===== src/hdl/akcd_pkg.sv =====
// ----------------------------------------------------------------------------
// akcd_pkg
// Types and fixed codes shared by the analog key channel discovery block.
// ----------------------------------------------------------------------------
package akcd_pkg;

    localparam int KIND_W   = 2;
    localparam int CH_W     = 5;
    localparam int SAMPLE_W = 12;
    localparam int CFG_IDX_W = 3;
    localparam int CFG_DAT_W = 16;

    // input kinds
    localparam logic [1:0] KIND_SAMPLE = 2'd0;
    localparam logic [1:0] KIND_TICK   = 2'd1;
    localparam logic [1:0] KIND_REARM  = 2'd2;

    // result events
    localparam logic [1:0] EV_BASELINE = 2'd0;
    localparam logic [1:0] EV_FOUND    = 2'd1;
    localparam logic [1:0] EV_REARM    = 2'd2;
    localparam logic [1:0] EV_RELEASE  = 2'd3;

    // register indexes
    localparam logic [2:0] REG_PRESS_TH   = 3'd0;
    localparam logic [2:0] REG_RELEASE_TH = 3'd1;
    localparam logic [2:0] REG_WINDOW     = 3'd2;
    localparam logic [2:0] REG_HOLD       = 3'd3;
    localparam logic [2:0] REG_RELEASE_T  = 3'd4;
    localparam logic [2:0] REG_KEY_TOTAL  = 3'd5;

    localparam logic [19:0] SCAN_MAX = 20'hFFFFF;

    typedef struct packed {
        logic [1:0]  kind;
        logic [4:0]  channel;
        logic [11:0] sample;
        logic        scan_end;
    } t_item;

    typedef struct packed {
        logic [1:0]  event_res;
        logic [4:0]  key_number;
        logic [4:0]  found_channel;
        logic [11:0] baseline_min;
        logic [11:0] baseline_max;
        logic        all_done;
    } t_result;

    typedef struct packed {
        logic [11:0] press_threshold;
        logic [11:0] release_threshold;
        logic [15:0] baseline_window_ms;
        logic [15:0] hold_time_ms;
        logic [15:0] release_time_ms;
        logic [5:0]  key_total;
    } t_cfg;

endpackage


===== src/hdl/akcd_if.sv =====
// ----------------------------------------------------------------------------
// akcd_if
// Valid/ready channels: item stream, result stream and register writes.
// ----------------------------------------------------------------------------
interface akcd_item_if;
    import akcd_pkg::*;
    logic  valid;
    logic  ready;
    t_item data;
    modport source (output valid, output data, input ready);
    modport sink   (input valid, input data, output ready);
endinterface

interface akcd_result_if;
    import akcd_pkg::*;
    logic    valid;
    logic    ready;
    t_result data;
    modport source (output valid, output data, input ready);
    modport sink   (input valid, input data, output ready);
endinterface

interface akcd_cfg_if;
    import akcd_pkg::*;
    logic                 valid;
    logic                 ready;
    logic [CFG_IDX_W-1:0] index;
    logic [CFG_DAT_W-1:0] wdata;
    modport source (output valid, output index, output wdata, input ready);
    modport sink   (input valid, input index, input wdata, output ready);
endinterface


===== src/hdl/akcd_ram.sv =====
// ----------------------------------------------------------------------------
// akcd_ram
// Generic single-write, single-read RAM with registered read data.
// ----------------------------------------------------------------------------
module akcd_ram #(
    parameter int WIDTH = 32,
    parameter int DEPTH = 32
) (
    input  logic                     i_clk,
    input  logic                     i_we,
    input  logic [$clog2(DEPTH)-1:0] i_waddr,
    input  logic [WIDTH-1:0]         i_wdata,
    input  logic [$clog2(DEPTH)-1:0] i_raddr,
    output logic [WIDTH-1:0]         o_rdata
);
    logic [WIDTH-1:0] r_mem [DEPTH];
    logic [WIDTH-1:0] r_rdata;

    always_ff @(posedge i_clk) begin
        if (i_we) begin
            r_mem[i_waddr] <= i_wdata;
        end
        r_rdata <= r_mem[i_raddr];
    end

    assign o_rdata = r_rdata;
endmodule


===== src/hdl/akcd_front.sv =====
// ----------------------------------------------------------------------------
// akcd_front
// Accepts items, drops kinds that never act, and pushes the rest into a
// short queue toward the back end.
// ----------------------------------------------------------------------------
module akcd_front #(
    parameter int DEPTH = 4
) (
    input  logic                   i_clk,
    input  logic                   i_rst_n,
    akcd_item_if.sink              in_if,
    input  logic                   i_pop,
    output logic                   o_avail,
    output akcd_pkg::t_item        o_head
);
    import akcd_pkg::*;

    localparam int AW = $clog2(DEPTH);

    t_item         r_q [DEPTH];
    logic [AW-1:0] r_wp, r_rp;
    logic [AW:0]   r_cnt;
    logic          push;

    // unknown kind is classified away here
    assign in_if.ready = (r_cnt != AW'(0) + (AW+1)'(DEPTH)) ;
    assign push = in_if.valid && in_if.ready && (in_if.data.kind != 2'd3);

    always_ff @(posedge i_clk) begin
        if (!i_rst_n) begin
            r_wp  <= '0;
            r_rp  <= '0;
            r_cnt <= '0;
        end else begin
            if (push) begin
                r_q[r_wp] <= in_if.data;
                r_wp      <= r_wp + AW'(1);
            end
            if (i_pop) begin
                r_rp <= r_rp + AW'(1);
            end
            r_cnt <= r_cnt + (AW+1)'(push) - (AW+1)'(i_pop);
        end
    end

    assign o_avail = (r_cnt != '0);
    assign o_head  = r_q[r_rp];
endmodule


===== src/hdl/akcd_back.sv =====
// ----------------------------------------------------------------------------
// akcd_back
// Sequencer that runs the baseline, press and release phases for one
// queued item at a time, with a per-channel division pass at baseline end.
// ----------------------------------------------------------------------------
module akcd_back #(
    parameter int NUM_CHANNELS = 32,
    parameter int MAX_KEYS     = 32,
    parameter int ADC_BITS     = 12
) (
    input  logic              i_clk,
    input  logic              i_rst_n,
    input  akcd_pkg::t_cfg    i_cfg,
    input  logic              i_avail,
    input  akcd_pkg::t_item   i_head,
    output logic              o_pop,
    akcd_result_if.source     out_if
);
    import akcd_pkg::*;

    localparam int CW = (NUM_CHANNELS > 1) ? $clog2(NUM_CHANNELS) : 1;
    localparam logic [31:0] ADC_MAX = 32'((64'd1 << ADC_BITS) - 64'd1);

    typedef enum logic [7:0] {
        S_IDLE  = 8'b0000_0001,
        S_READ  = 8'b0000_0010,
        S_EXEC  = 8'b0000_0100,
        S_CLR   = 8'b0000_1000,
        S_DRD   = 8'b0001_0000,
        S_DIV   = 8'b0010_0000,
        S_DWR   = 8'b0100_0000,
        S_OUT   = 8'b1000_0000
    } t_state;

    localparam logic [1:0] PH_BASE = 2'd0, PH_PRESS = 2'd1, PH_REL = 2'd2, PH_DONE = 2'd3;

    t_state       r_state;
    t_item        r_it;
    logic [1:0]   r_phase;
    logic [31:0]  r_now;
    logic [19:0]  r_scan;
    logic         r_bvalid;
    logic [4:0]   r_bch;
    logic [12:0]  r_bdelta;
    logic         r_cvalid;
    logic [4:0]   r_cch;
    logic [31:0]  r_cstart;
    logic         r_rvalid;
    logic [31:0]  r_rsince;
    logic [5:0]   r_key;
    logic [CW-1:0] r_idx;
    logic [CW:0]  r_clr;
    logic         r_cleared;
    logic [11:0]  r_mn, r_mx;
    logic [31:0]  r_rem, r_quo, r_div;
    logic [5:0]   r_bit;
    t_result      r_res;
    logic         r_ovalid;

    // sum memory and baseline memory
    logic          sum_we;
    logic [CW-1:0] sum_wa, sum_ra;
    logic [31:0]   sum_wd, sum_rd;
    logic          bl_we;
    logic [CW-1:0] bl_wa, bl_ra;
    logic [11:0]   bl_wd, bl_rd;

    akcd_ram #(.WIDTH(32), .DEPTH(1 << CW)) u_sum (
        .i_clk(i_clk), .i_we(sum_we), .i_waddr(sum_wa), .i_wdata(sum_wd),
        .i_raddr(sum_ra), .o_rdata(sum_rd));
    akcd_ram #(.WIDTH(12), .DEPTH(1 << CW)) u_bl (
        .i_clk(i_clk), .i_we(bl_we), .i_waddr(bl_wa), .i_wdata(bl_wd),
        .i_raddr(bl_ra), .o_rdata(bl_rd));

    logic          ch_ok;
    logic [CW-1:0] ch_i;
    logic [32:0]   sum_t;
    logic [13:0]   delta;
    logic [5:0]    total;
    logic [32:0]   trial;
    logic [11:0]   bsat;

    assign ch_ok = (32'(r_it.channel) < 32'(NUM_CHANNELS));
    assign ch_i  = CW'(r_it.channel);
    assign sum_t = {1'b0, sum_rd} + 33'(r_it.sample);
    assign delta = {2'b00, r_it.sample} - {2'b00, bl_rd};
    assign trial = {r_rem[31:0], r_quo[31]} - {1'b0, r_div};
    assign bsat  = (r_quo > ADC_MAX) ? 12'(ADC_MAX) : r_quo[11:0];

    always_comb begin
        total = i_cfg.key_total;
        if (total == 6'd0) total = 6'd1;
        if (32'(total) > 32'(MAX_KEYS)) total = 6'(MAX_KEYS);
    end

    // the head beat's channel is read while it is popped
    assign sum_ra = (r_state == S_IDLE) ? CW'(i_head.channel) : r_idx;
    assign bl_ra  = sum_ra;
    assign o_pop  = (r_state == S_IDLE) && i_avail && r_cleared;
    assign out_if.valid = r_ovalid;
    assign out_if.data  = r_res;

    always_comb begin
        sum_we = 1'b0; sum_wa = r_idx; sum_wd = '0;
        bl_we  = 1'b0; bl_wa  = r_idx; bl_wd  = bsat;
        if (r_state == S_CLR) begin
            sum_we = 1'b1; sum_wa = r_clr[CW-1:0];
        end else if (r_state == S_EXEC && r_phase == PH_BASE &&
                     r_it.kind == KIND_SAMPLE && ch_ok) begin
            sum_we = 1'b1; sum_wa = ch_i;
            sum_wd = sum_t[32] ? 32'hFFFF_FFFF : sum_t[31:0];
        end else if (r_state == S_DWR) begin
            bl_we = 1'b1;
        end
    end

    task automatic emit(input logic [1:0] ev, input logic [4:0] k, input logic [4:0] c,
                        input logic [11:0] mn, input logic [11:0] mx, input logic d);
        r_res    <= '{ev, k, c, mn, mx, d};
        r_ovalid <= 1'b1;
        r_state  <= S_OUT;
    endtask

    always_ff @(posedge i_clk) begin
        if (!i_rst_n) begin
            r_state <= S_CLR; r_phase <= PH_BASE; r_now <= '0; r_scan <= '0;
            r_bvalid <= 1'b0; r_bch <= '0; r_bdelta <= '0; r_cvalid <= 1'b0;
            r_cch <= '0; r_cstart <= '0; r_rvalid <= 1'b0; r_rsince <= '0;
            r_key <= '0; r_idx <= '0; r_clr <= '0; r_cleared <= 1'b0;
            r_ovalid <= 1'b0;
        end else begin
            case (r_state)
                // clearing pass over the sum memory after reset
                S_CLR: begin
                    r_clr <= r_clr + 1'b1;
                    if (32'(r_clr) == 32'(NUM_CHANNELS - 1)) begin
                        r_cleared <= 1'b1; r_state <= S_IDLE;
                    end
                end
                S_IDLE: begin
                    if (o_pop) begin
                        r_it <= i_head; r_state <= S_EXEC;
                    end
                end
                S_EXEC: begin
                    r_state <= S_IDLE;
                    if (r_it.kind == KIND_TICK) begin
                        r_now <= r_now + 32'd1;
                        if (r_phase == PH_BASE &&
                            r_now + 32'd1 >= 32'(i_cfg.baseline_window_ms)) begin
                            r_idx <= '0; r_mn <= 12'(ADC_MAX); r_mx <= '0;
                            r_state <= S_READ;
                        end
                    end else if (r_it.kind == KIND_REARM) begin
                        if (r_phase == PH_PRESS) begin
                            r_cvalid <= 1'b0; r_bvalid <= 1'b0; r_bch <= '0; r_bdelta <= '0;
                            emit(EV_REARM, r_key[4:0], 5'd0, 12'd0, 12'd0, 1'b0);
                        end
                    end else if (r_phase == PH_BASE) begin
                        if (r_it.scan_end) begin
                            if (r_scan < SCAN_MAX) r_scan <= r_scan + 20'd1;
                            if (r_scan >= SCAN_MAX - 20'd1) begin
                                r_idx <= '0; r_mn <= 12'(ADC_MAX); r_mx <= '0;
                                r_state <= S_READ;
                            end
                        end
                    end else if (r_phase == PH_PRESS) begin
                        logic       nbv;
                        logic [4:0] nbc;
                        nbv = r_bvalid; nbc = r_bch;
                        if (ch_ok && !delta[13] && delta[12:0] > {1'b0, i_cfg.press_threshold}
                            && (!r_bvalid || delta[12:0] > r_bdelta ||
                                (delta[12:0] == r_bdelta && r_it.channel < r_bch))) begin
                            nbv = 1'b1; nbc = r_it.channel;
                            if (!r_it.scan_end) begin
                                r_bvalid <= 1'b1; r_bdelta <= delta[12:0];
                                r_bch <= r_it.channel;
                            end
                        end
                        if (r_it.scan_end) begin
                            r_bvalid <= 1'b0; r_bch <= '0; r_bdelta <= '0;
                            if (!nbv) begin
                                r_cvalid <= 1'b0;
                            end else if (!r_cvalid || nbc != r_cch) begin
                                r_cvalid <= 1'b1; r_cch <= nbc; r_cstart <= r_now;
                            end else if (r_now - r_cstart >= 32'(i_cfg.hold_time_ms)) begin
                                r_phase <= PH_REL; r_rvalid <= 1'b0; r_rsince <= '0;
                                emit(EV_FOUND, r_key[4:0], r_cch, 12'd0, 12'd0, 1'b0);
                            end
                        end
                    end else if (r_phase == PH_REL) begin
                        if (ch_ok && r_it.channel == r_cch) begin
                            if (delta[13] || delta[12:0] < {1'b0, i_cfg.release_threshold}) begin
                                logic [31:0] since;
                                since = r_rvalid ? r_rsince : r_now;
                                if (r_now - since >= 32'(i_cfg.release_time_ms)) begin
                                    r_key <= r_key + 6'd1;
                                    r_phase <= (r_key + 6'd1 >= total) ? PH_DONE : PH_PRESS;
                                    r_cvalid <= 1'b0; r_rvalid <= 1'b0;
                                    r_bvalid <= 1'b0; r_bch <= '0; r_bdelta <= '0;
                                    emit(EV_RELEASE, r_key[4:0], r_cch, 12'd0, 12'd0,
                                         r_key + 6'd1 >= total);
                                end else begin
                                    r_rvalid <= 1'b1; r_rsince <= since;
                                end
                            end else begin
                                r_rvalid <= 1'b0;
                            end
                        end
                    end
                end
                // division pass: one channel at a time, one quotient bit a cycle
                S_READ: r_state <= S_DRD;
                S_DRD: begin
                    r_quo <= sum_rd; r_rem <= '0; r_bit <= 6'd32;
                    r_div <= (r_scan == '0) ? 32'd1 : 32'(r_scan);
                    r_state <= S_DIV;
                end
                S_DIV: begin
                    if (!trial[32]) r_rem <= trial[31:0];
                    else            r_rem <= {r_rem[30:0], r_quo[31]};
                    r_quo <= {r_quo[30:0], !trial[32]};
                    r_bit <= r_bit - 6'd1;
                    if (r_bit == 6'd1) r_state <= S_DWR;
                end
                S_DWR: begin
                    logic [11:0] mn, mx;
                    mn = (bsat < r_mn) ? bsat : r_mn;
                    mx = (bsat > r_mx) ? bsat : r_mx;
                    r_mn <= mn; r_mx <= mx;
                    if (32'(r_idx) == 32'(NUM_CHANNELS - 1)) begin
                        r_phase <= PH_PRESS; r_cvalid <= 1'b0;
                        r_bvalid <= 1'b0; r_bch <= '0; r_bdelta <= '0;
                        emit(EV_BASELINE, 5'd0, 5'd0, mn, mx, 1'b0);
                    end else begin
                        r_idx <= r_idx + 1'b1; r_state <= S_READ;
                    end
                end
                S_OUT: begin
                    if (out_if.ready) begin
                        r_ovalid <= 1'b0; r_state <= S_IDLE;
                    end
                end
                default: r_state <= S_IDLE;
            endcase
        end
    end
endmodule


===== src/hdl/analog_key_channel_discovery_core.sv =====
// ----------------------------------------------------------------------------
// analog_key_channel_discovery_core
// Learns which analog scan channel belongs to each matrix key.
// ----------------------------------------------------------------------------
// After reset the block clears its channel sum memory, one channel a cycle,
// before it takes items from its queue. Items enter a four-beat queue at
// one per cycle while it has room; the back end then takes one item at a
// time, popping it only while idle, and acts on it before it pops the next.
// The baseline end runs a bit-serial division for every channel, one channel
// after another, and a result beat holds the back end until it is taken.
module analog_key_channel_discovery_core #(
    parameter int NUM_CHANNELS = 32,
    parameter int MAX_KEYS     = 32,
    parameter int ADC_BITS     = 12
) (
    input  logic          i_clk,
    input  logic          i_rst_n,
    akcd_item_if.sink     in_if,
    akcd_result_if.source out_if,
    akcd_cfg_if.sink      cfg_if
);
    import akcd_pkg::*;

    t_cfg  r_cfg;
    logic  pop, avail;
    t_item head;

    // register writes
    assign cfg_if.ready = 1'b1;
    always_ff @(posedge i_clk) begin
        if (!i_rst_n) begin
            r_cfg <= '{12'd800, 12'd200, 16'd500, 16'd50, 16'd30, 6'd32};
        end else if (cfg_if.valid) begin
            case (cfg_if.index)
                REG_PRESS_TH:   r_cfg.press_threshold    <= cfg_if.wdata[11:0];
                REG_RELEASE_TH: r_cfg.release_threshold  <= cfg_if.wdata[11:0];
                REG_WINDOW:     r_cfg.baseline_window_ms <= cfg_if.wdata;
                REG_HOLD:       r_cfg.hold_time_ms       <= cfg_if.wdata;
                REG_RELEASE_T:  r_cfg.release_time_ms    <= cfg_if.wdata;
                REG_KEY_TOTAL:  r_cfg.key_total          <= cfg_if.wdata[5:0];
                default: ;
            endcase
        end
    end

    akcd_front #(.DEPTH(4)) u_front (
        .i_clk(i_clk), .i_rst_n(i_rst_n), .in_if(in_if),
        .i_pop(pop), .o_avail(avail), .o_head(head));

    akcd_back #(.NUM_CHANNELS(NUM_CHANNELS), .MAX_KEYS(MAX_KEYS), .ADC_BITS(ADC_BITS)) u_back (
        .i_clk(i_clk), .i_rst_n(i_rst_n), .i_cfg(r_cfg), .i_avail(avail),
        .i_head(head), .o_pop(pop), .out_if(out_if));
endmodule


===== src/flat_wrapper.sv =====
// flat-port wrapper written by rule: the top's interface ports become plain ports
module analog_key_channel_discovery_core_flat import akcd_pkg::*;
#(
    parameter int NUM_CHANNELS = 32,
    parameter int MAX_KEYS     = 32,
    parameter int ADC_BITS     = 12
)
  (i_clk, i_rst_n, in_if_valid, in_if_data, in_if_ready, out_if_valid, out_if_data, out_if_ready, cfg_if_valid, cfg_if_index, cfg_if_wdata, cfg_if_ready);
  akcd_item_if in_if_i ();
  akcd_result_if out_if_i ();
  akcd_cfg_if cfg_if_i ();
  input  logic i_clk;
  input  logic i_rst_n;
  input wire logic [$bits(in_if_i.valid)-1:0] in_if_valid;
  input wire logic [$bits(in_if_i.data)-1:0] in_if_data;
  output wire logic [$bits(in_if_i.ready)-1:0] in_if_ready;
  output wire logic [$bits(out_if_i.valid)-1:0] out_if_valid;
  output wire logic [$bits(out_if_i.data)-1:0] out_if_data;
  input wire logic [$bits(out_if_i.ready)-1:0] out_if_ready;
  input wire logic [$bits(cfg_if_i.valid)-1:0] cfg_if_valid;
  input wire logic [$bits(cfg_if_i.index)-1:0] cfg_if_index;
  input wire logic [$bits(cfg_if_i.wdata)-1:0] cfg_if_wdata;
  output wire logic [$bits(cfg_if_i.ready)-1:0] cfg_if_ready;
  assign in_if_i.valid = in_if_valid;
  assign in_if_i.data = in_if_data;
  assign in_if_ready = in_if_i.ready;
  assign out_if_valid = out_if_i.valid;
  assign out_if_data = out_if_i.data;
  assign out_if_i.ready = out_if_ready;
  assign cfg_if_i.valid = cfg_if_valid;
  assign cfg_if_i.index = cfg_if_index;
  assign cfg_if_i.wdata = cfg_if_wdata;
  assign cfg_if_ready = cfg_if_i.ready;
  analog_key_channel_discovery_core #(.NUM_CHANNELS(NUM_CHANNELS), .MAX_KEYS(MAX_KEYS), .ADC_BITS(ADC_BITS)) u_core (.i_clk(i_clk), .i_rst_n(i_rst_n), .in_if(in_if_i), .out_if(out_if_i), .cfg_if(cfg_if_i));
endmodule

===== config.mk =====
export PLATFORM = sky130hd
export DESIGN_NAME = analog_key_channel_discovery_core_flat
export DESIGN_NICKNAME = d
export VERILOG_FILES = /design/src/hdl/akcd_pkg.sv /design/src/hdl/akcd_if.sv /design/src/hdl/akcd_ram.sv /design/src/hdl/akcd_front.sv /design/src/hdl/akcd_back.sv /design/src/hdl/analog_key_channel_discovery_core.sv /design/src/flat_wrapper.sv
export SDC_FILE = /design/constraint.sdc
export NUM_CORES = 2
export LEC_CHECK = 0
export ABC_AREA = 1
export BUFFER_PORTS_ARGS = -buffer_cell sky130_fd_sc_hd__buf_2
export CAP_MARGIN = 25
export CORE_ASPECT_RATIO = 0.6
export CORE_MARGIN = 2
export CORE_UTILIZATION = 50
export DETAILED_ROUTE_END_ITERATION = 7
export HOLD_SLACK_MARGIN = 0.06
export PLACE_DENSITY = 0.67
export SETUP_SLACK_MARGIN = 0.3
export SKIP_CTS_REPAIR_TIMING = 1
export SLEW_MARGIN = 25
export SYNTH_ARGS = -nofsm -noshare
export SYNTH_HDL_FRONTEND = slang
export SYNTH_SLANG_ARGS = --single-unit

===== constraint.sdc =====
create_clock -name i_clk -period 9.9 [get_ports i_clk]
set_input_delay 0.495 -clock i_clk [delete_from_list [all_inputs] [get_ports i_clk]]
set_output_delay 0.495 -clock i_clk [all_outputs]
set_load 0.01 [all_outputs]

# Word-level counts from Yosys, hierarchy flattened
# Memories as Yosys holds them, arrays and structs flattened. A register that Yosys moved wholly into a read port is not among the register bits.
# Cells that the tools add are included.
[classes] n_addsub=15 magnitude_cmp=14 eq_ne=60 muxes=197 bitwise_logic=4 n_reduce_logical=55
[op_table] op="$mux W37" count=14
[op_table] op="$mux W32" count=14
[op_table] op="$mux W12" count=15
[op_table] op="$mux W13" count=12
[op_table] op="$mux W8" count=18
[op_table] op="$mux W5" count=28
[op_table] op="$pmux W32 S2" count=2
[op_table] op="$ge A32 B16 Y1" count=3
[op_table] op="$pmux W37 S2" count=1
[op_table] op="$pmux W8 S8" count=1
[op_table] op="$sub A32 B32 Y32" count=2
[op_table] op="$mux W1" count=61
[op_table] op="$pmux W12 S2" count=2
[op_table] op="$mux W2" count=19
[op_table] op="$add A32 B12 Y33" count=1
[op_table] op="$sub A33 B32 Y33" count=1
[op_table] op="$add A32 B1 Y32 const B" count=1
[op_table] op="$gt A32 B12 Y1 const B" count=1
[op_table] op="$reduce_and A14 Y1" count=2
[op_table] op="$pmux W13 S2" count=1
[op_table] op="$add A20 B1 Y20 const B" count=1
[op_table] op="$ge A20 B20 Y1 const B" count=1
[op_table] op="$logic_not A20 Y1" count=1
[op_table] op="$lt A20 B20 Y1 const B" count=1
[op_table] op="other kinds (68)" count=142
[totals] regBits=439 mem_bits_rw=1488 in_bits=44 output_inout_bits=40 word_cells=391 mem_count=3
[mem_list] name="u_core.u_back.u_sum.r_mem" depth=32 word_bits=32 rd=1 rd_clocked_by_memory_dff=1 wr=1 line="akcd_ram.sv:16" text="logic [WIDTH-1:0] r_mem [DEPTH];"
[mem_list] name="u_core.u_back.u_bl.r_mem" depth=32 word_bits=12 rd=1 rd_clocked_by_memory_dff=1 wr=1 line="akcd_ram.sv:16"
[mem_list] name="u_core.u_front.r_q" depth=4 word_bits=20 rd=1 rd_clocked_by_memory_dff=1 wr=1 line="akcd_front.sv:20" text="t_item r_q [DEPTH];"

# Logic depth before layout (Yosys ltp)
[depth] depth_word=22 depth_mapped=35

# By module
# A second synthesis with hierarchy kept.
[hier_totals] hier_cells=9600 hier_area_um2=91926.9
[modules_own_cells] module="akcd_ram at u_core.u_back.u_sum" instances=1 cells_per_inst=3536 area_per_inst_um2=42405.7
[modules_own_cells] module="akcd_back" instances=1 cells_per_inst=4012 area_per_inst_um2=27133.5
[modules_own_cells] module="akcd_ram at u_core.u_back.u_bl" instances=1 cells_per_inst=1358 area_per_inst_um2=15899.0
[modules_own_cells] module="akcd_front" instances=1 cells_per_inst=255 area_per_inst_um2=3407.0
[modules_own_cells] module="analog_key_channel_discovery_core" instances=1 cells_per_inst=439 area_per_inst_um2=3081.7

# Worst setup path after synthesis
# OpenSTA, ideal clock, no wires.
[synth_path] kind="flip-flop to flip-flop" startpoint="reg u_core.u_back.r_it[1] in the netlist's numbering" endpoint="reg, netlist name u_core.u_back.out_if.data[0]" t_arrival_ns=6.404 required_ns=9.422 setup_slack_ns=3.019 stages_incl_launch_ff=34 path_buffers=0 period_less_slack_ns=6.881 cell_sequence="edfxtp_1 inv_1 ha_1 fa_1 o21ai_1 nand2_1 nand2_1 nand2_1 nand2_1 a21oi_1 o21ai_0 nand3_1 nand2_1 xor2_1 ha_1 nand2_1 nand2_1 nand2_1 nand2_1 nor2_1 nand2_1 nand2_1 nand3_2 nand3_2 nand2_1 nand3_1 nand2_1 nor2_1 nand3_1 nand2_1 nand2_1 nand2_1 nand3_1 nor3_1"
[synth_via] elab_chain_len=16 elab_cells_between_ends=32 classes_between="add/sub: 1; order compare: 3; eq/ne: 5; mux: 14; reduce/logical: 9"
[synth_lines] item="start, declared" line="akcd_back.sv:38" text="t_item r_it;"
[synth_lines] item="start signal, assigned" line="akcd_back.sv:142" text="r_it <= i_head; r_state <= S_EXEC;"
[synth_lines] item="$sub A12 B12 Y13 (*)" line="akcd_back.sv:86" text="assign delta = {2'b00, r_it.sample} - {2'b00, bl_rd};"
[synth_lines] item="$gt A13 B13 Y1 or $eq A13 B13 Y1 (tied branches)" line="akcd_back.sv:172, akcd_back.sv:173"
[synth_lines] item="$logic_or A1 B1 Y1 or $logic_and A1 B1 Y1 (tied branches)" line="akcd_back.sv:172, akcd_back.sv:173"
[synth_lines] item="$logic_or A1 B1 Y1" line="akcd_back.sv:172" text="&& (!r_bvalid || delta[12:0] > r_bdelta ||"
[synth_lines] item="$logic_and A1 B1 Y1" line="akcd_back.sv:172"
[synth_lines] item="$mux W5"
[synth_lines] item="$mux W5" line="akcd_back.sv:167" text="end else if (r_phase == PH_PRESS) begin"
[synth_lines] item="$mux W5" line="akcd_back.sv:159" text="end else if (r_phase == PH_BASE) begin"
[synth_lines] item="$mux W5" line="akcd_back.sv:154" text="end else if (r_it.kind == KIND_REARM) begin"
[synth_lines] item="$mux W5" line="akcd_back.sv:147" text="if (r_it.kind == KIND_TICK) begin"
[synth_lines] item="$mux W5" line="akcd_back.sv:132" text="case (r_state)"
[synth_lines] item="$mux W5" line="akcd_back.sv:125" text="if (!i_rst_n) begin"
[synth_lines] item="$ne A5 B5 Y1" line="akcd_back.sv:184" text="end else if (!r_cvalid || nbc != r_cch) begin"
[synth_lines] item="$logic_or A1 B1 Y1" line="akcd_back.sv:184"
[synth_lines] item="$ne A4 B4 Y1 (no source line)"
[synth_lines] item="$reduce_and A14 Y1 (no source line) (*)"
# Mark *: on every way between the ends. The rest lies on a longest branch, timed or not. The select of a mux whose other input is x is not followed.
# A chain may end at the register's enable or synchronous reset.

# Worst setup path after layout
[layout_path] startpoint="reg u_core.u_back.r_it[1] in the netlist's numbering" endpoint="reg u_core.u_back.r_rsince[26]"
[layout_via] elab_chain_len=16 elab_cells_between_ends=32 classes_between="add/sub: 1; order compare: 3; eq/ne: 4; mux: 14; reduce/logical: 10"
[layout_lines] item="$sub A12 B12 Y13 (*)" line="akcd_back.sv:86"
[layout_lines] item="$gt A13 B13 Y1 or $eq A13 B13 Y1 (tied branches)" line="akcd_back.sv:172, akcd_back.sv:173"
[layout_lines] item="$logic_or A1 B1 Y1 or $logic_and A1 B1 Y1 (tied branches)" line="akcd_back.sv:172, akcd_back.sv:173"
[layout_lines] item="$logic_or A1 B1 Y1" line="akcd_back.sv:172"
[layout_lines] item="$logic_and A1 B1 Y1" line="akcd_back.sv:172"
[layout_lines] item="$mux W5"
[layout_lines] item="$mux W5" line="akcd_back.sv:167"
[layout_lines] item="$mux W5" line="akcd_back.sv:159"
[layout_lines] item="$mux W5" line="akcd_back.sv:154"
[layout_lines] item="$mux W5" line="akcd_back.sv:147"
[layout_lines] item="$mux W5" line="akcd_back.sv:132"
[layout_lines] item="$mux W5" line="akcd_back.sv:125"
[layout_lines] item="$ne A5 B5 Y1" line="akcd_back.sv:184"
[layout_lines] item="$logic_or A1 B1 Y1" line="akcd_back.sv:184"
[layout_lines] item="$ne A2 B2 Y1 (no source line)"
[layout_lines] item="$reduce_and A12 Y1 (no source line) (*)"
[layout_lines] item="end signal, assigned" line="akcd_back.sv:128" text="r_cch <= '0; r_cstart <= '0; r_rvalid <= 1'b0; r_rsince <= '0;"
[layout_lines] item="end signal, assigned" line="akcd_back.sv:187" text="r_phase <= PH_REL; r_rvalid <= 1'b0; r_rsince <= '0;"
[layout_lines] item="end signal, assigned" line="akcd_back.sv:204" text="r_rvalid <= 1'b1; r_rsince <= since;"
[layout_lines] item="end, declared" line="akcd_back.sv:49" text="logic [31:0] r_rsince;"
# Marked as above.

==> impl_results.md <==
* Register bit total from synthesis at 1961
* First-pass GRT wire length at 386000 um
* Skew-Pair Late Insertion Delay at 850 ps
* Clock tree buffer depth at 4
* CTS tree: yes
* Filler cell count at 14800
* GRT met3 Usage at 6.18%
* Fin crit share at 63.6%
* WL per Instance at 24.2 um
* IO Pins at 84
* Area of the mapped netlist at 88000 um2
* VDD IR-drop max at 135 uV
* Critical path's slowest cell: nand3_2
* Critical Path Max Stage Delay at 780 ps
* Yosys top cell by area: edfxtp_1
* Final core utilization at 55.5%
* Vias in the first global route at 59400
* Hold_sp: cfg_if_wdata[3]
* Largest net degree at the start of global routing at 200
* Routed WL at 262000 um
* Most frequent cell after synthesis: edfxtp_1
* Seq. cell area at 55900 um2
* Post-synth top area share at 56.6%
* CP Max Fanout at 35
* Post-synth EDFFs at 1659
* Busiest grt layer: met1
* R2R depth at 34
* Worst flop-to-flop path startpoint: u_core.u_back.r_it[1]
* Die Footprint at 180000 um2
* Worst Path Class, Setup: reg2reg
* Ys async rst share at 0%
* Tot Pwr at 18.0 mW
* Max-Cap Viols at 0
* Flop-to-flop setup slack at 3610 ps
* Initial Utilization at 50.2%
* M2 GR Usage at 38.1%
* Crit path required time at 10540 ps
* Hold Slack at 73.5 ps
* Minimum clock period at 6290 ps
* Status: complete, no violations
* Relative slew margins at 20.1%
* Pre-antenna DRT Iters at 7
* Clk root buf: clkbuf_16
* Top cells by instance count after synthesis: 1659 x edfxtp_1, 1263 x nor2_1, 1086 x o21ai_0
* Critical path arrival at 6940 ps
* Setup TNS at 0 ps
* Pwr/cell area at 185 nW/um2
* H-tree depth at 4
* Netlist cell types at 63
* GPL Wtd Cong at 0.939
* Setup violators final at 0
* Most used DFF post-synth: edfxtp_1
* Num CTS Buffers at 183
* Register clock-pin slew on the reported worst setup and hold paths at 60 ps
* Routed Antenna Nets at 0
* Core Area at 175000 um2
* Cell count of the worst hold path at 3
* Setup Skew at 73.0 ps
* Reg-to-reg endpoint: u_core.u_back.r_rsince[26]
* GR Util met1 at 46.2%
* CTS Sinks at 1961
* # rows at 119
* Die width at 546 um
* HP Class: in2reg
* Slew of the pin with the lowest slew margin at 1200 ps
* Worst hold endpoint: u_core.r_cfg[57]
* Synth Net Count at 8629
* Vias/cell at 6.05
* DR iter-0 viols at 10300
* Crit. End Element: flip-flop
* Syn_area_per_cell at 10.6 um2
* Post-Synthesis Cells at 8337
* Synth Warn # at 0
* Hold Fails Final Rpt at 0
* Startpoint types: flip-flop
* IO buf count at 82
* Grt total ovfl at 0
* Gr usage total at 28.3%
* Ranking of synthesized cells by area: edfxtp_1 57%, dfxtp_1 6.9%, o21ai_0 6.2%
* RSZ-0062 raised after global routing: false
* Fin nets at 8611
* Max Slew Vio Count at 0
* Residual DRC at 0
* CP most frequent cell: nand2_1
* Area of the multi-input gates at 28200 um2
* Post-synthesis sequential area ratio at 63.5%
* Fmax at 159 MHz
* Initial antenna violation count at 13
* Syn-to-layout area delta at 10.4%
* Vias at 65500
* Ratio of cells with drive above 1 in the final layout at 6.95%
* DP HPWL at 160000 um
* Die Y at 329 um
* Leakage at 36.9 nW
[where the power goes]
| part | switching [mW] | total (mW) | internal (mW) | leakage [nW] |
|---|---|---|---|---|
| Clock | 3.07 | 6.95 | 3.88 | 2.80 |
| Combinational | 1.26 | 1.71 | 0.444 | 15.3 |
| Sequential | 0.153 | 9.31 | 9.15 | 18.8 |
[cell type report]
type | count | share of cell area [%]
antenna | 1 | 0.00257
clock buffer | 249 | 5.17
clock inverter | 76 | 0.725
inverter | 748 | 2.92
multi-input combinational | 5192 | 29.0
sequential | 1961 | 57.5
tap | 2359 | 3.04
timing repair buffer | 233 | 1.72
[how the worst max path moves through the flow]
stage                                     start                           end  slack, ps  depth (start not counted)
after floorplan           u_core.u_back.r_it[1]  u_core.u_back.out_if.data[0]       3020                         33
after global placement    u_core.u_back.r_it[1]    u_core.u_back.r_rsince[31]       3700                         33
after detailed placement  u_core.u_back.r_it[1]    u_core.u_back.r_rsince[30]       3720                         33
after CTS                 u_core.u_back.r_it[1]    u_core.u_back.r_rsince[30]       3650                         34
after global routing      u_core.u_back.r_it[1]    u_core.u_back.r_rsince[20]       2920                         33
final                     u_core.u_back.r_it[1]    u_core.u_back.r_rsince[26]       3610                         34
[through the flow]
| step | instances | worst slack [ps] | area [um2] |
|---|---|---|---|
| floorplan | 8337 | 3020 | 88000 |
| global placement | 10500 | 3700 | 91100 |
| detailed placement | 10500 | 3720 | 91200 |
| CTS | 10800 | 3650 | 97000 |
| global route | 10800 | 2920 | 97200 |
| finish | 10800 | 3610 | 97200 |
[state kept, by name, indices dropped and copies added, names as in the netlist, 6 cells and up, named ones only]
name                         count
u_core.u_front.r_q              80
u_core.u_back.r_div             20
u_core.u_back.r_cstart          32
u_core.u_back.r_mx              12
u_core.u_back.r_rsince          32
u_core.r_cfg                    78
u_core.u_back.r_rem             32
u_core.u_back.r_key              6
u_core.u_back.r_state            8
u_core.u_back.r_mn              12
u_core.u_back.u_bl.o_rdata      12
u_core.u_back.r_now             32
u_core.u_back.r_it              15
u_core.u_back.r_bdelta          13
u_core.u_back.r_quo             32
u_core.u_back.out_if.data       37
u_core.u_back.u_sum.r_mem     1024
u_core.u_back.r_bit              6
u_core.u_back.u_sum.o_rdata     32
u_core.u_back.u_bl.r_mem       384
u_core.u_back.r_scan            20
u_core.u_back.r_clr              6
[placed cells by master (no fill, tap or decap), types with 10 or more instances in the layout]
| cell | synthesis | final |
|---|---|---|
| nor3_1 | 68 | 67 |
| dlygate4sd3_1 | 0 | 21 |
| xor2_1 | 94 | 94 |
| o21a_1 | 10 | 10 |
| nor4_1 | 23 | 23 |
| inv_1 | 736 | 733 |
| ha_1 | 242 | 242 |
| clkbuf_1 | 352 | 50 |
| a21oi_1 | 410 | 393 |
| nand3_1 | 309 | 309 |
| nor2_4 | 2 | 36 |
| o221ai_1 | 279 | 279 |
| o22ai_1 | 96 | 94 |
| buf_2 | 57 | 81 |
| nand2_1 | 919 | 918 |
| clkinv_2 | 0 | 25 |
| buf_4 | 11 | 124 |
| bufinv_16 | 0 | 13 |
| a21oi_4 | 0 | 14 |
| a211oi_1 | 29 | 26 |
| o211ai_1 | 55 | 55 |
| clkbuf_16 | 0 | 186 |
| edfxtp_1 | 1659 | 1659 |
| o21ai_0 | 1086 | 1085 |
| nand3b_1 | 11 | 11 |
| dfxtp_1 | 302 | 302 |
| o21bai_1 | 12 | 12 |
| nor2_1 | 1263 | 1214 |
| clkinv_1 | 4 | 34 |
| clkbuf_8 | 0 | 13 |
| nor2_2 | 10 | 25 |
| xnor2_1 | 24 | 24 |
| nand4_1 | 104 | 104 |
| a31oi_1 | 53 | 52 |
| o21ai_1 | 21 | 19 |
[worst max-delay path: cells and delay by family, from the launching register on]
family / cells / cell delay (ps)
compound gates: 4 / 620
xor+xnor: 1 / 400
fa+ha+maj: 3 / 1040
buf+inv: 2 / 120
flops: 1 / 350
simple gates: 24 / 3550
[per-layer routing]
metal / part of all wire, % / vias up
li1: - / 29600
met1: 46 / 31700
met2: 40 / 3756
met3: 13 / 390
met4: 1.8 / 8
met5: 0.036 / -
[kinds of logic (layout without fill, tap and decap cells)]
| logic type | Yosys count | after routing | share of synthesized area, % |
|---|---|---|---|
| flops | 1961 | 1961 | 63.5 |
| other cells | 1 | 2 | 0.00426 |
| buf+inv | 1184 | 1306 | 5.22 |
| xor+xnor | 118 | 118 | 1.17 |
| compound gates | 2078 | 2078 | 13.6 |
| simple gates | 2747 | 2747 | 12.9 |
| fa+ha+maj | 248 | 248 | 3.58 |
(Power assumes the default switching activity.)
